===== src/sv/tple_pkg.sv =====
// Shared types, command codes and CORDIC constants for the turtle pose line engine.
package tple_pkg;

  localparam logic [3:0] CMD_DRAW_FWD  = 4'd0;
  localparam logic [3:0] CMD_DRAW_BACK = 4'd1;
  localparam logic [3:0] CMD_LEFT      = 4'd2;
  localparam logic [3:0] CMD_RIGHT     = 4'd3;
  localparam logic [3:0] CMD_MOVE_FWD  = 4'd4;
  localparam logic [3:0] CMD_MOVE_BACK = 4'd5;
  localparam logic [3:0] CMD_RESET     = 4'd6;
  localparam logic [3:0] CMD_COLOUR    = 4'd7;
  localparam logic [3:0] CMD_HOME      = 4'd8;

  // CORDIC gain correction 0.60725293 in Q0.24, kept signed for the multiplier.
  localparam logic signed [24:0] GAIN_Q24 = 25'sd10188014;
  localparam int unsigned        TABLE_LEN = 24;
  // Rotator width: the scaled length stays below 2^48 even after CORDIC growth.
  localparam int unsigned        XW = 50;
  localparam logic [31:0]        HALF_TURN = 32'h8000_0000;
  localparam logic [23:0]        PEN_WHITE = 24'hFF_FFFF;

  typedef struct packed {
    logic [3:0]         cmd;
    logic signed [23:0] distance;
    logic [15:0]        turn_angle;
    logic [7:0]         pen_red;
    logic [7:0]         pen_green;
    logic [7:0]         pen_blue;
  } in_t;

  typedef struct packed {
    logic signed [31:0] start_x;
    logic signed [31:0] start_y;
    logic signed [31:0] end_x;
    logic signed [31:0] end_y;
    logic [7:0]         line_red;
    logic [7:0]         line_green;
    logic [7:0]         line_blue;
  } out_t;

  typedef enum logic [1:0] {
    ST_IDLE,
    ST_MUL,
    ST_ROT,
    ST_FIN
  } state_t;

  typedef struct packed {
    logic accept;
    logic mul;
    logic rot;
    logic fin;
  } ctl_t;

  typedef struct packed {
    logic in_move;
    logic draw_wait;
  } stat_t;

  // Arctangent of 2^-i in units of 2^-32 turn.
  function automatic logic [31:0] atan_entry(input logic [4:0] i);
    logic [31:0] a;
    case (i)
      5'd0:    a = 32'h20000000;
      5'd1:    a = 32'h12E4051E;
      5'd2:    a = 32'h09FB385B;
      5'd3:    a = 32'h051111D4;
      5'd4:    a = 32'h028B0D43;
      5'd5:    a = 32'h0145D7E1;
      5'd6:    a = 32'h00A2F61E;
      5'd7:    a = 32'h00517C55;
      5'd8:    a = 32'h0028BE53;
      5'd9:    a = 32'h00145F2F;
      5'd10:   a = 32'h000A2F98;
      5'd11:   a = 32'h000517CC;
      5'd12:   a = 32'h00028BE6;
      5'd13:   a = 32'h000145F3;
      5'd14:   a = 32'h0000A2F9;
      5'd15:   a = 32'h0000517D;
      5'd16:   a = 32'h000028BE;
      5'd17:   a = 32'h0000145F;
      5'd18:   a = 32'h00000A30;
      5'd19:   a = 32'h00000518;
      5'd20:   a = 32'h0000028C;
      5'd21:   a = 32'h00000146;
      5'd22:   a = 32'h000000A3;
      5'd23:   a = 32'h00000051;
      default: a = 32'h00000000;
    endcase
    return a;
  endfunction

endpackage


===== src/sv/tple_ctrl.sv =====
// Sequencer for the turtle engine: accept, gain multiply, CORDIC iterations, finish.
module tple_ctrl #(
  parameter int unsigned NSTG = 16,
  parameter int unsigned IW   = 4
) (
  input  logic              clk,
  input  logic              rst_n,
  input  logic              in_valid,
  output logic              in_ready,
  input  tple_pkg::stat_t   stat,
  output tple_pkg::ctl_t    ctl,
  output logic [IW-1:0]     idx
);
  import tple_pkg::*;

  state_t        state_r, state_nxt;
  logic [IW-1:0] idx_r, idx_nxt;
  logic          last_stage;

  assign last_stage = (idx_r == IW'(NSTG - 1));
  assign idx        = idx_r;

  always_comb begin
    state_nxt = state_r;
    case (state_r)
      ST_IDLE: begin
        if (in_valid && stat.in_move) state_nxt = ST_MUL;
      end
      ST_MUL:  state_nxt = ST_ROT;
      ST_ROT: begin
        if (last_stage) state_nxt = ST_FIN;
      end
      ST_FIN: begin
        if (!stat.draw_wait) state_nxt = ST_IDLE;
      end
      default: state_nxt = ST_IDLE;
    endcase
  end

  always_comb begin
    ctl      = '0;
    in_ready = 1'b0;
    idx_nxt  = idx_r;
    case (state_r)
      ST_IDLE: begin
        in_ready   = 1'b1;
        ctl.accept = in_valid;
      end
      ST_MUL: begin
        ctl.mul = 1'b1;
        idx_nxt = '0;
      end
      ST_ROT: begin
        ctl.rot = 1'b1;
        idx_nxt = idx_r + 1'b1;
      end
      ST_FIN: begin
        ctl.fin = !stat.draw_wait;
      end
      default: begin
        in_ready = 1'b0;
      end
    endcase
  end

  always_ff @(posedge clk) begin
    if (!rst_n) begin
      state_r <= ST_IDLE;
      idx_r   <= '0;
    end else begin
      state_r <= state_nxt;
      idx_r   <= idx_nxt;
    end
  end

endmodule


===== src/sv/tple_datapath.sv =====
// Pose registers, gain multiplier, shared CORDIC rotator and output register.
module tple_datapath #(
  parameter int unsigned POS_FRAC_BITS = 16,
  parameter int unsigned IW            = 4
) (
  input  logic            clk,
  input  logic            rst_n,
  input  tple_pkg::in_t   in_data,
  input  tple_pkg::ctl_t  ctl,
  input  logic [IW-1:0]   idx,
  output tple_pkg::stat_t stat,
  output logic            out_valid,
  input  logic            out_ready,
  output tple_pkg::out_t  out_data
);
  import tple_pkg::*;

  localparam int unsigned S = 32 - POS_FRAC_BITS;
  localparam logic signed [XW-1:0] HALF_LSB = XW'(1) <<< (S - 1);

  logic [31:0]          pos_x_r, pos_x_nxt, pos_y_r, pos_y_nxt;
  logic [15:0]          heading_r, heading_nxt;
  logic [23:0]          pen_r, pen_nxt;
  logic                 draw_r, back_r;
  logic signed [23:0]   dist_r;
  logic signed [XW-1:0] x_r, y_r, x_nxt, y_nxt;
  logic [31:0]          z_r, z_nxt;
  logic                 out_valid_r;
  out_t                 out_r;

  logic signed [48:0]   prod;
  logic signed [XW-1:0] prod_ext, xs, ys, rx, ry;
  logic [31:0]          dx, dy, atan_v;
  logic [1:0]           quad;

  assign stat.in_move = in_data.cmd inside {CMD_DRAW_FWD, CMD_DRAW_BACK,
                                            CMD_MOVE_FWD, CMD_MOVE_BACK};
  // A draw cannot finish while the previous segment is still held at the output.
  assign stat.draw_wait = draw_r && out_valid_r && !out_ready;

  assign prod     = dist_r * GAIN_Q24;
  assign prod_ext = {{(XW - 49){prod[48]}}, prod};
  assign quad     = heading_r[15:14];
  assign xs       = x_r >>> idx;
  assign ys       = y_r >>> idx;
  assign atan_v   = atan_entry(5'(idx));
  assign rx       = (x_r + HALF_LSB) >>> S;
  assign ry       = (y_r + HALF_LSB) >>> S;
  assign dx       = rx[31:0];
  assign dy       = ry[31:0];

  always_comb begin
    heading_nxt = heading_r;
    pen_nxt     = pen_r;
    pos_x_nxt   = pos_x_r;
    pos_y_nxt   = pos_y_r;
    if (ctl.accept) begin
      case (in_data.cmd)
        CMD_LEFT:   heading_nxt = heading_r + in_data.turn_angle;
        CMD_RIGHT:  heading_nxt = heading_r - in_data.turn_angle;
        CMD_RESET: begin
          heading_nxt = '0;
          pos_x_nxt   = '0;
          pos_y_nxt   = '0;
        end
        CMD_COLOUR: pen_nxt = {in_data.pen_red, in_data.pen_green, in_data.pen_blue};
        CMD_HOME: begin
          heading_nxt = '0;
          pos_x_nxt   = '0;
          pos_y_nxt   = '0;
          pen_nxt     = PEN_WHITE;
        end
        default: begin
          heading_nxt = heading_r;
        end
      endcase
    end else if (ctl.fin) begin
      pos_x_nxt = back_r ? pos_x_r - dx : pos_x_r + dx;
      pos_y_nxt = back_r ? pos_y_r - dy : pos_y_r + dy;
    end
  end

  always_comb begin
    x_nxt = x_r;
    y_nxt = y_r;
    z_nxt = z_r;
    if (ctl.mul) begin
      // Second and third quadrants: negate the length and rotate by a half turn.
      y_nxt = '0;
      if (quad == 2'd1 || quad == 2'd2) begin
        x_nxt = -prod_ext;
        z_nxt = {heading_r, 16'h0000} + HALF_TURN;
      end else begin
        x_nxt = prod_ext;
        z_nxt = {heading_r, 16'h0000};
      end
    end else if (ctl.rot) begin
      if (!z_r[31]) begin
        x_nxt = x_r - ys;
        y_nxt = y_r + xs;
        z_nxt = z_r - atan_v;
      end else begin
        x_nxt = x_r + ys;
        y_nxt = y_r - xs;
        z_nxt = z_r + atan_v;
      end
    end
  end

  always_ff @(posedge clk) begin
    if (!rst_n) begin
      pos_x_r     <= '0;
      pos_y_r     <= '0;
      heading_r   <= '0;
      pen_r       <= PEN_WHITE;
      out_valid_r <= 1'b0;
    end else begin
      pos_x_r   <= pos_x_nxt;
      pos_y_r   <= pos_y_nxt;
      heading_r <= heading_nxt;
      pen_r     <= pen_nxt;
      if (ctl.fin && draw_r) begin
        out_valid_r <= 1'b1;
      end else if (out_ready) begin
        out_valid_r <= 1'b0;
      end
    end
  end

  always_ff @(posedge clk) begin
    if (ctl.accept) begin
      draw_r <= (in_data.cmd == CMD_DRAW_FWD) || (in_data.cmd == CMD_DRAW_BACK);
      back_r <= (in_data.cmd == CMD_DRAW_BACK) || (in_data.cmd == CMD_MOVE_BACK);
      dist_r <= in_data.distance;
    end
    x_r <= x_nxt;
    y_r <= y_nxt;
    z_r <= z_nxt;
    if (ctl.fin && draw_r) begin
      out_r.start_x    <= pos_x_r;
      out_r.start_y    <= pos_y_r;
      out_r.end_x      <= pos_x_nxt;
      out_r.end_y      <= pos_y_nxt;
      out_r.line_red   <= pen_r[23:16];
      out_r.line_green <= pen_r[15:8];
      out_r.line_blue  <= pen_r[7:0];
    end
  end

  assign out_valid = out_valid_r;
  assign out_data  = out_r;

endmodule


===== src/sv/turtle_pose_line_engine.sv =====
// Top level of the turtle pose line engine: controller plus datapath.
//
//   channel   direction  handshake             payload
//   in_       input      in_valid / in_ready   tple_pkg::in_t  (one turtle command)
//   out_      output     out_valid / out_ready tple_pkg::out_t (one line segment)
//
// Turn, colour, reset and home commands complete in the cycle they are accepted.
// Moves and draws step through accept, gain multiply, one iteration per cycle of
// the single shared CORDIC rotator, and finish.
// Synchronous active-low reset returns the pose to the origin facing +x, pen white.
// A draw waits in its finish state only while the previous segment is unread.
module turtle_pose_line_engine #(
  parameter int unsigned CORDIC_STAGES = 16,
  parameter int unsigned POS_FRAC_BITS = 16
) (
  input  logic           clk,
  input  logic           rst_n,
  input  logic           in_valid,
  output logic           in_ready,
  input  tple_pkg::in_t  in_data,
  output logic           out_valid,
  input  logic           out_ready,
  output tple_pkg::out_t out_data
);
  import tple_pkg::*;

  localparam int unsigned NSTG = (CORDIC_STAGES > TABLE_LEN) ? TABLE_LEN : CORDIC_STAGES;
  localparam int unsigned IW   = $clog2(NSTG);

  ctl_t          ctl;
  stat_t         stat;
  logic [IW-1:0] idx;

  tple_ctrl #(
    .NSTG (NSTG),
    .IW   (IW)
  ) u_ctrl (
    .clk      (clk),
    .rst_n    (rst_n),
    .in_valid (in_valid),
    .in_ready (in_ready),
    .stat     (stat),
    .ctl      (ctl),
    .idx      (idx)
  );

  tple_datapath #(
    .POS_FRAC_BITS (POS_FRAC_BITS),
    .IW            (IW)
  ) u_dp (
    .clk       (clk),
    .rst_n     (rst_n),
    .in_data   (in_data),
    .ctl       (ctl),
    .idx       (idx),
    .stat      (stat),
    .out_valid (out_valid),
    .out_ready (out_ready),
    .out_data  (out_data)
  );

endmodule


===== config.mk =====
export PLATFORM = sky130hd
export DESIGN_NAME = turtle_pose_line_engine
export DESIGN_NICKNAME = d
export VERILOG_FILES = /design/src/sv/tple_pkg.sv /design/src/sv/tple_ctrl.sv /design/src/sv/tple_datapath.sv /design/src/sv/turtle_pose_line_engine.sv
export SDC_FILE = /design/constraint.sdc
export NUM_CORES = 2
export LEC_CHECK = 0
export BUFFER_PORTS_ARGS = -buffer_cell sky130_fd_sc_hd__buf_2
export CORE_ASPECT_RATIO = 0.7
export CORE_MARGIN = 4
export CORE_UTILIZATION = 65
export DETAILED_ROUTE_END_ITERATION = 8
export PLACE_DENSITY = 0.85
export SYNTH_ARGS = -nofsm -noshare
export SYNTH_HDL_FRONTEND = slang
export SYNTH_SLANG_ARGS = --single-unit

===== constraint.sdc =====
create_clock -name clk -period 13 [get_ports clk]
set_clock_uncertainty 0.15 [all_clocks]
set_input_delay 3.25 -clock clk [delete_from_list [all_inputs] [get_ports clk]]
set_output_delay 3.25 -clock clk [all_outputs]
set_load 0.005 [all_outputs]

==> impl_metrics.ini <==
[run_status]
status = completed

[timing]
tns_ns = 0
rsz0062_at_grt = false
fin_crit_ns = 9.441
fin_crit_sh = 0.7262
worstMarginPinSlew_ns = 1.198
fmax_ghz = 0.1059
maxSlewViolCount = 0
relSlewSlack = 0.1999
finalHoldViolCount = 0
finalSetupViolCount = 0

[routing]
first_pass_iters = 7
via_per_inst = 6.532
drt_iter0_markers = 6064
vias = 46973
finalWirelength_um = 157100
drc_errors = 0
ant_nets = 0
wire_per_inst_um = 21.85

[logic_synthesis]
ys_ff_latch = 451
synth_edf_count = 260
synth_flop_cell = edfxtp_1
synthCells = 6042
syn-num-nets = 6895
yosysSeqAreaShare = 0.2192
synth.yosys.warnings = 0
yosysUniqueCellTypes = 104
async_flop_share = 0
syn_avg_cell_area_um2 = 8.784
syn_area_um2 = 53070

[grt]
antenna_found_initial = 5
track_usage = 0.3589
grt_max_degree = 85
grt_pass1_wl_um = 246900
grt_overflow = 0
grt_pass1_vias = 44224

[floorplanning]
fp.coreArea_um2 = 80770
fp.dieW_um = 349.5
start_util = 0.6571
placementRows = 87
die_area_um2 = 86360
pin_count = 226
die_h_um = 247.1

[setup_path]
rr_endpoint = u_dp.x_r[47]
ff2ff_path_depth = 24
cp.arrival_ns = 9.62
cp.required_ns = 13.18
critPathLaunchType = register
reg2reg_from = u_dp.dist_r[23]
crit_fanout = 45
end_kind = register
worstSetupPathType = reg -> reg
rrSetupSlack_ns = 3.56

[clock_tree]
clockBufferDepth = 3
cts.sinks = 451
numCtsBuffers = 47
cts_setup_buffers = 0
tritoncts = done
path_clk_slew_ns = 0.06
cts_resized = 0
root_buffer = clkbuf_16
cts_hold_buffers = 0
clkLatencyLatePin_ns = 0.64
h-tree-depth = 2

[placed_design]
place_area_um2 = 54770
hpwl_um = 121600
place.gp.congestion = 1.025
port_buffers = 225

[cells_and_area]
final_util = 0.6983
final_cell_mix = inv_1, nand2_1, ha_1
finish.instance_area_um2 = 56410
final_common_cell = inv_1
nFillCells = 6304
layout-drive-gt1-share = 0.09082
layout.nets = 6936
area_growth_pct = 6.278

[min_path]
min_path_type = reg -> reg
whs_endpoint = u_dp.out_data[19]
min_path_cells = 0
min_from = u_dp.pen_r[19]

[flow_run]
maxCapViolCount = 0
==> state kept, by name (all words and copies together), names as in the netlist, 30 cells and up <==
signal         cells
u_dp.atan_v       30
u_dp.out_data    152
u_dp.pos_x_r      32
u_dp.pos_y_r      32
u_dp.x_r          50
u_dp.y_r          50
u_dp.z_r          32
==> per-layer routing <==
metal | share of wire | GRT usage
met5 | 0.0011 | 0.01361
met4 | 0.028 | 0.08853
met3 | 0.14 | 0.1139
met2 | 0.41 | 0.5209
met1 | 0.43 | 0.5195
==> cell families after synthesis <==
kind of cell / synth area share
AND/OR/NAND/NOR: 0.1593
AO/OA/AOI/OAI: 0.1720
buffers and inverters: 0.06082
adder cells (fa/ha/maj): 0.2249
XOR/XNOR: 0.08975
flip-flops: 0.2192
multiplexers: 0.07410
==> stage by stage <==
| stage | cells | setup slack (ns) | hold WS (ns) |
|---|---|---|---|
| floorplan | 6042 | 4.418 | 0.2590 |
| global placement | 7102 | 3.937 | 0.2621 |
| detailed placement | 7102 | 3.589 | 0.2630 |
| global route | 7191 | 2.712 | 0.2843 |
| CTS | 7190 | 3.558 | 0.2807 |
| finish | 7191 | 3.559 | 0.2803 |
==> critical path: stages (launching register included) <==
cell,delay (ns)
edfxtp_1,0.74
buf_4,0.59
fa_1,0.51
inv_1,0.07
fa_1,0.46
fa_1,0.47
fa_1,0.52
inv_1,0.05
fa_1,0.47
fa_1,0.55
inv_1,0.05
fa_1,0.53
inv_1,0.04
ha_1,0.41
and3_1,0.27
nor4b_1,0.32
nand2_1,0.15
a2111oi_0,0.87
nor2_1,0.14
xnor2_1,0.21
a2111o_1,0.41
nor4_1,0.57
a41oi_1,0.25
xnor2_1,0.22
a21oi_1,0.09
==> final cells by class <==
cell class,instances,area (um2),area share
clock inverter,30,340.3,0.006034
clock buffer,58,1290,0.02287
tap,1068,1336,0.02369
sequential,451,11650,0.2065
inverter,548,2057,0.03647
antenna,1,2.502,0.00004436
multi-input combinational,4767,38280,0.6787
timing repair buffer,268,1449,0.02569
==> Yosys cell counts (20+ instances only) <==
library cell	count	area, um2
nand2b_1	54	337.8
clkbuf_1	196	735.7
dfxtp_1	191	3824
nor4_1	33	206.5
and4_1	20	175.2
xnor2_1	306	2680
mux2i_1	115	1151
fa_1	288	5766
xor2_1	236	2067
o31ai_1	36	270.3
a21oi_1	414	2072
nor3_1	136	680.7
a22oi_1	23	172.7
mux2_2	44	495.5
nand3_1	129	645.6
a22o_1	20	175.2
mux4_2	86	1937
o211ai_1	32	240.2
a211oi_1	59	442.9
nand2_1	499	1873
o21ai_0	309	1546
and2_1	103	644.4
inv_1	542	2034
buf_1	45	168.9
nor2_1	466	1749
nand4_1	38	237.7
or3_1	34	212.7
and3_1	76	475.5
ha_1	493	6168
o21bai_1	32	240.2
a31oi_1	88	550.5
a41oi_1	23	201.4
or2_2	21	131.4
o21a_1	47	352.8
nor2b_1	61	381.6
a21o_1	134	1006
edfxtp_1	260	7807
==> worst max path at each step <==
stage / to / cells after the start / start / slack (ns)
floorplan: u_dp.x_r[47] / 24 / u_dp.dist_r[23] / 4.42
global placement: u_dp.x_r[47] / 24 / u_dp.dist_r[23] / 3.94
detailed placement: u_dp.x_r[47] / 24 / u_dp.dist_r[23] / 3.59
CTS: u_dp.x_r[47] / 24 / u_dp.dist_r[23] / 3.56
global route: u_dp.x_r[47] / 24 / u_dp.dist_r[23] / 2.71
finish: u_dp.x_r[47] / 24 / u_dp.dist_r[23] / 3.56
Power is not shown: default switching activity piles up to over one toggle a cycle in this logic, so the estimate is an artifact.
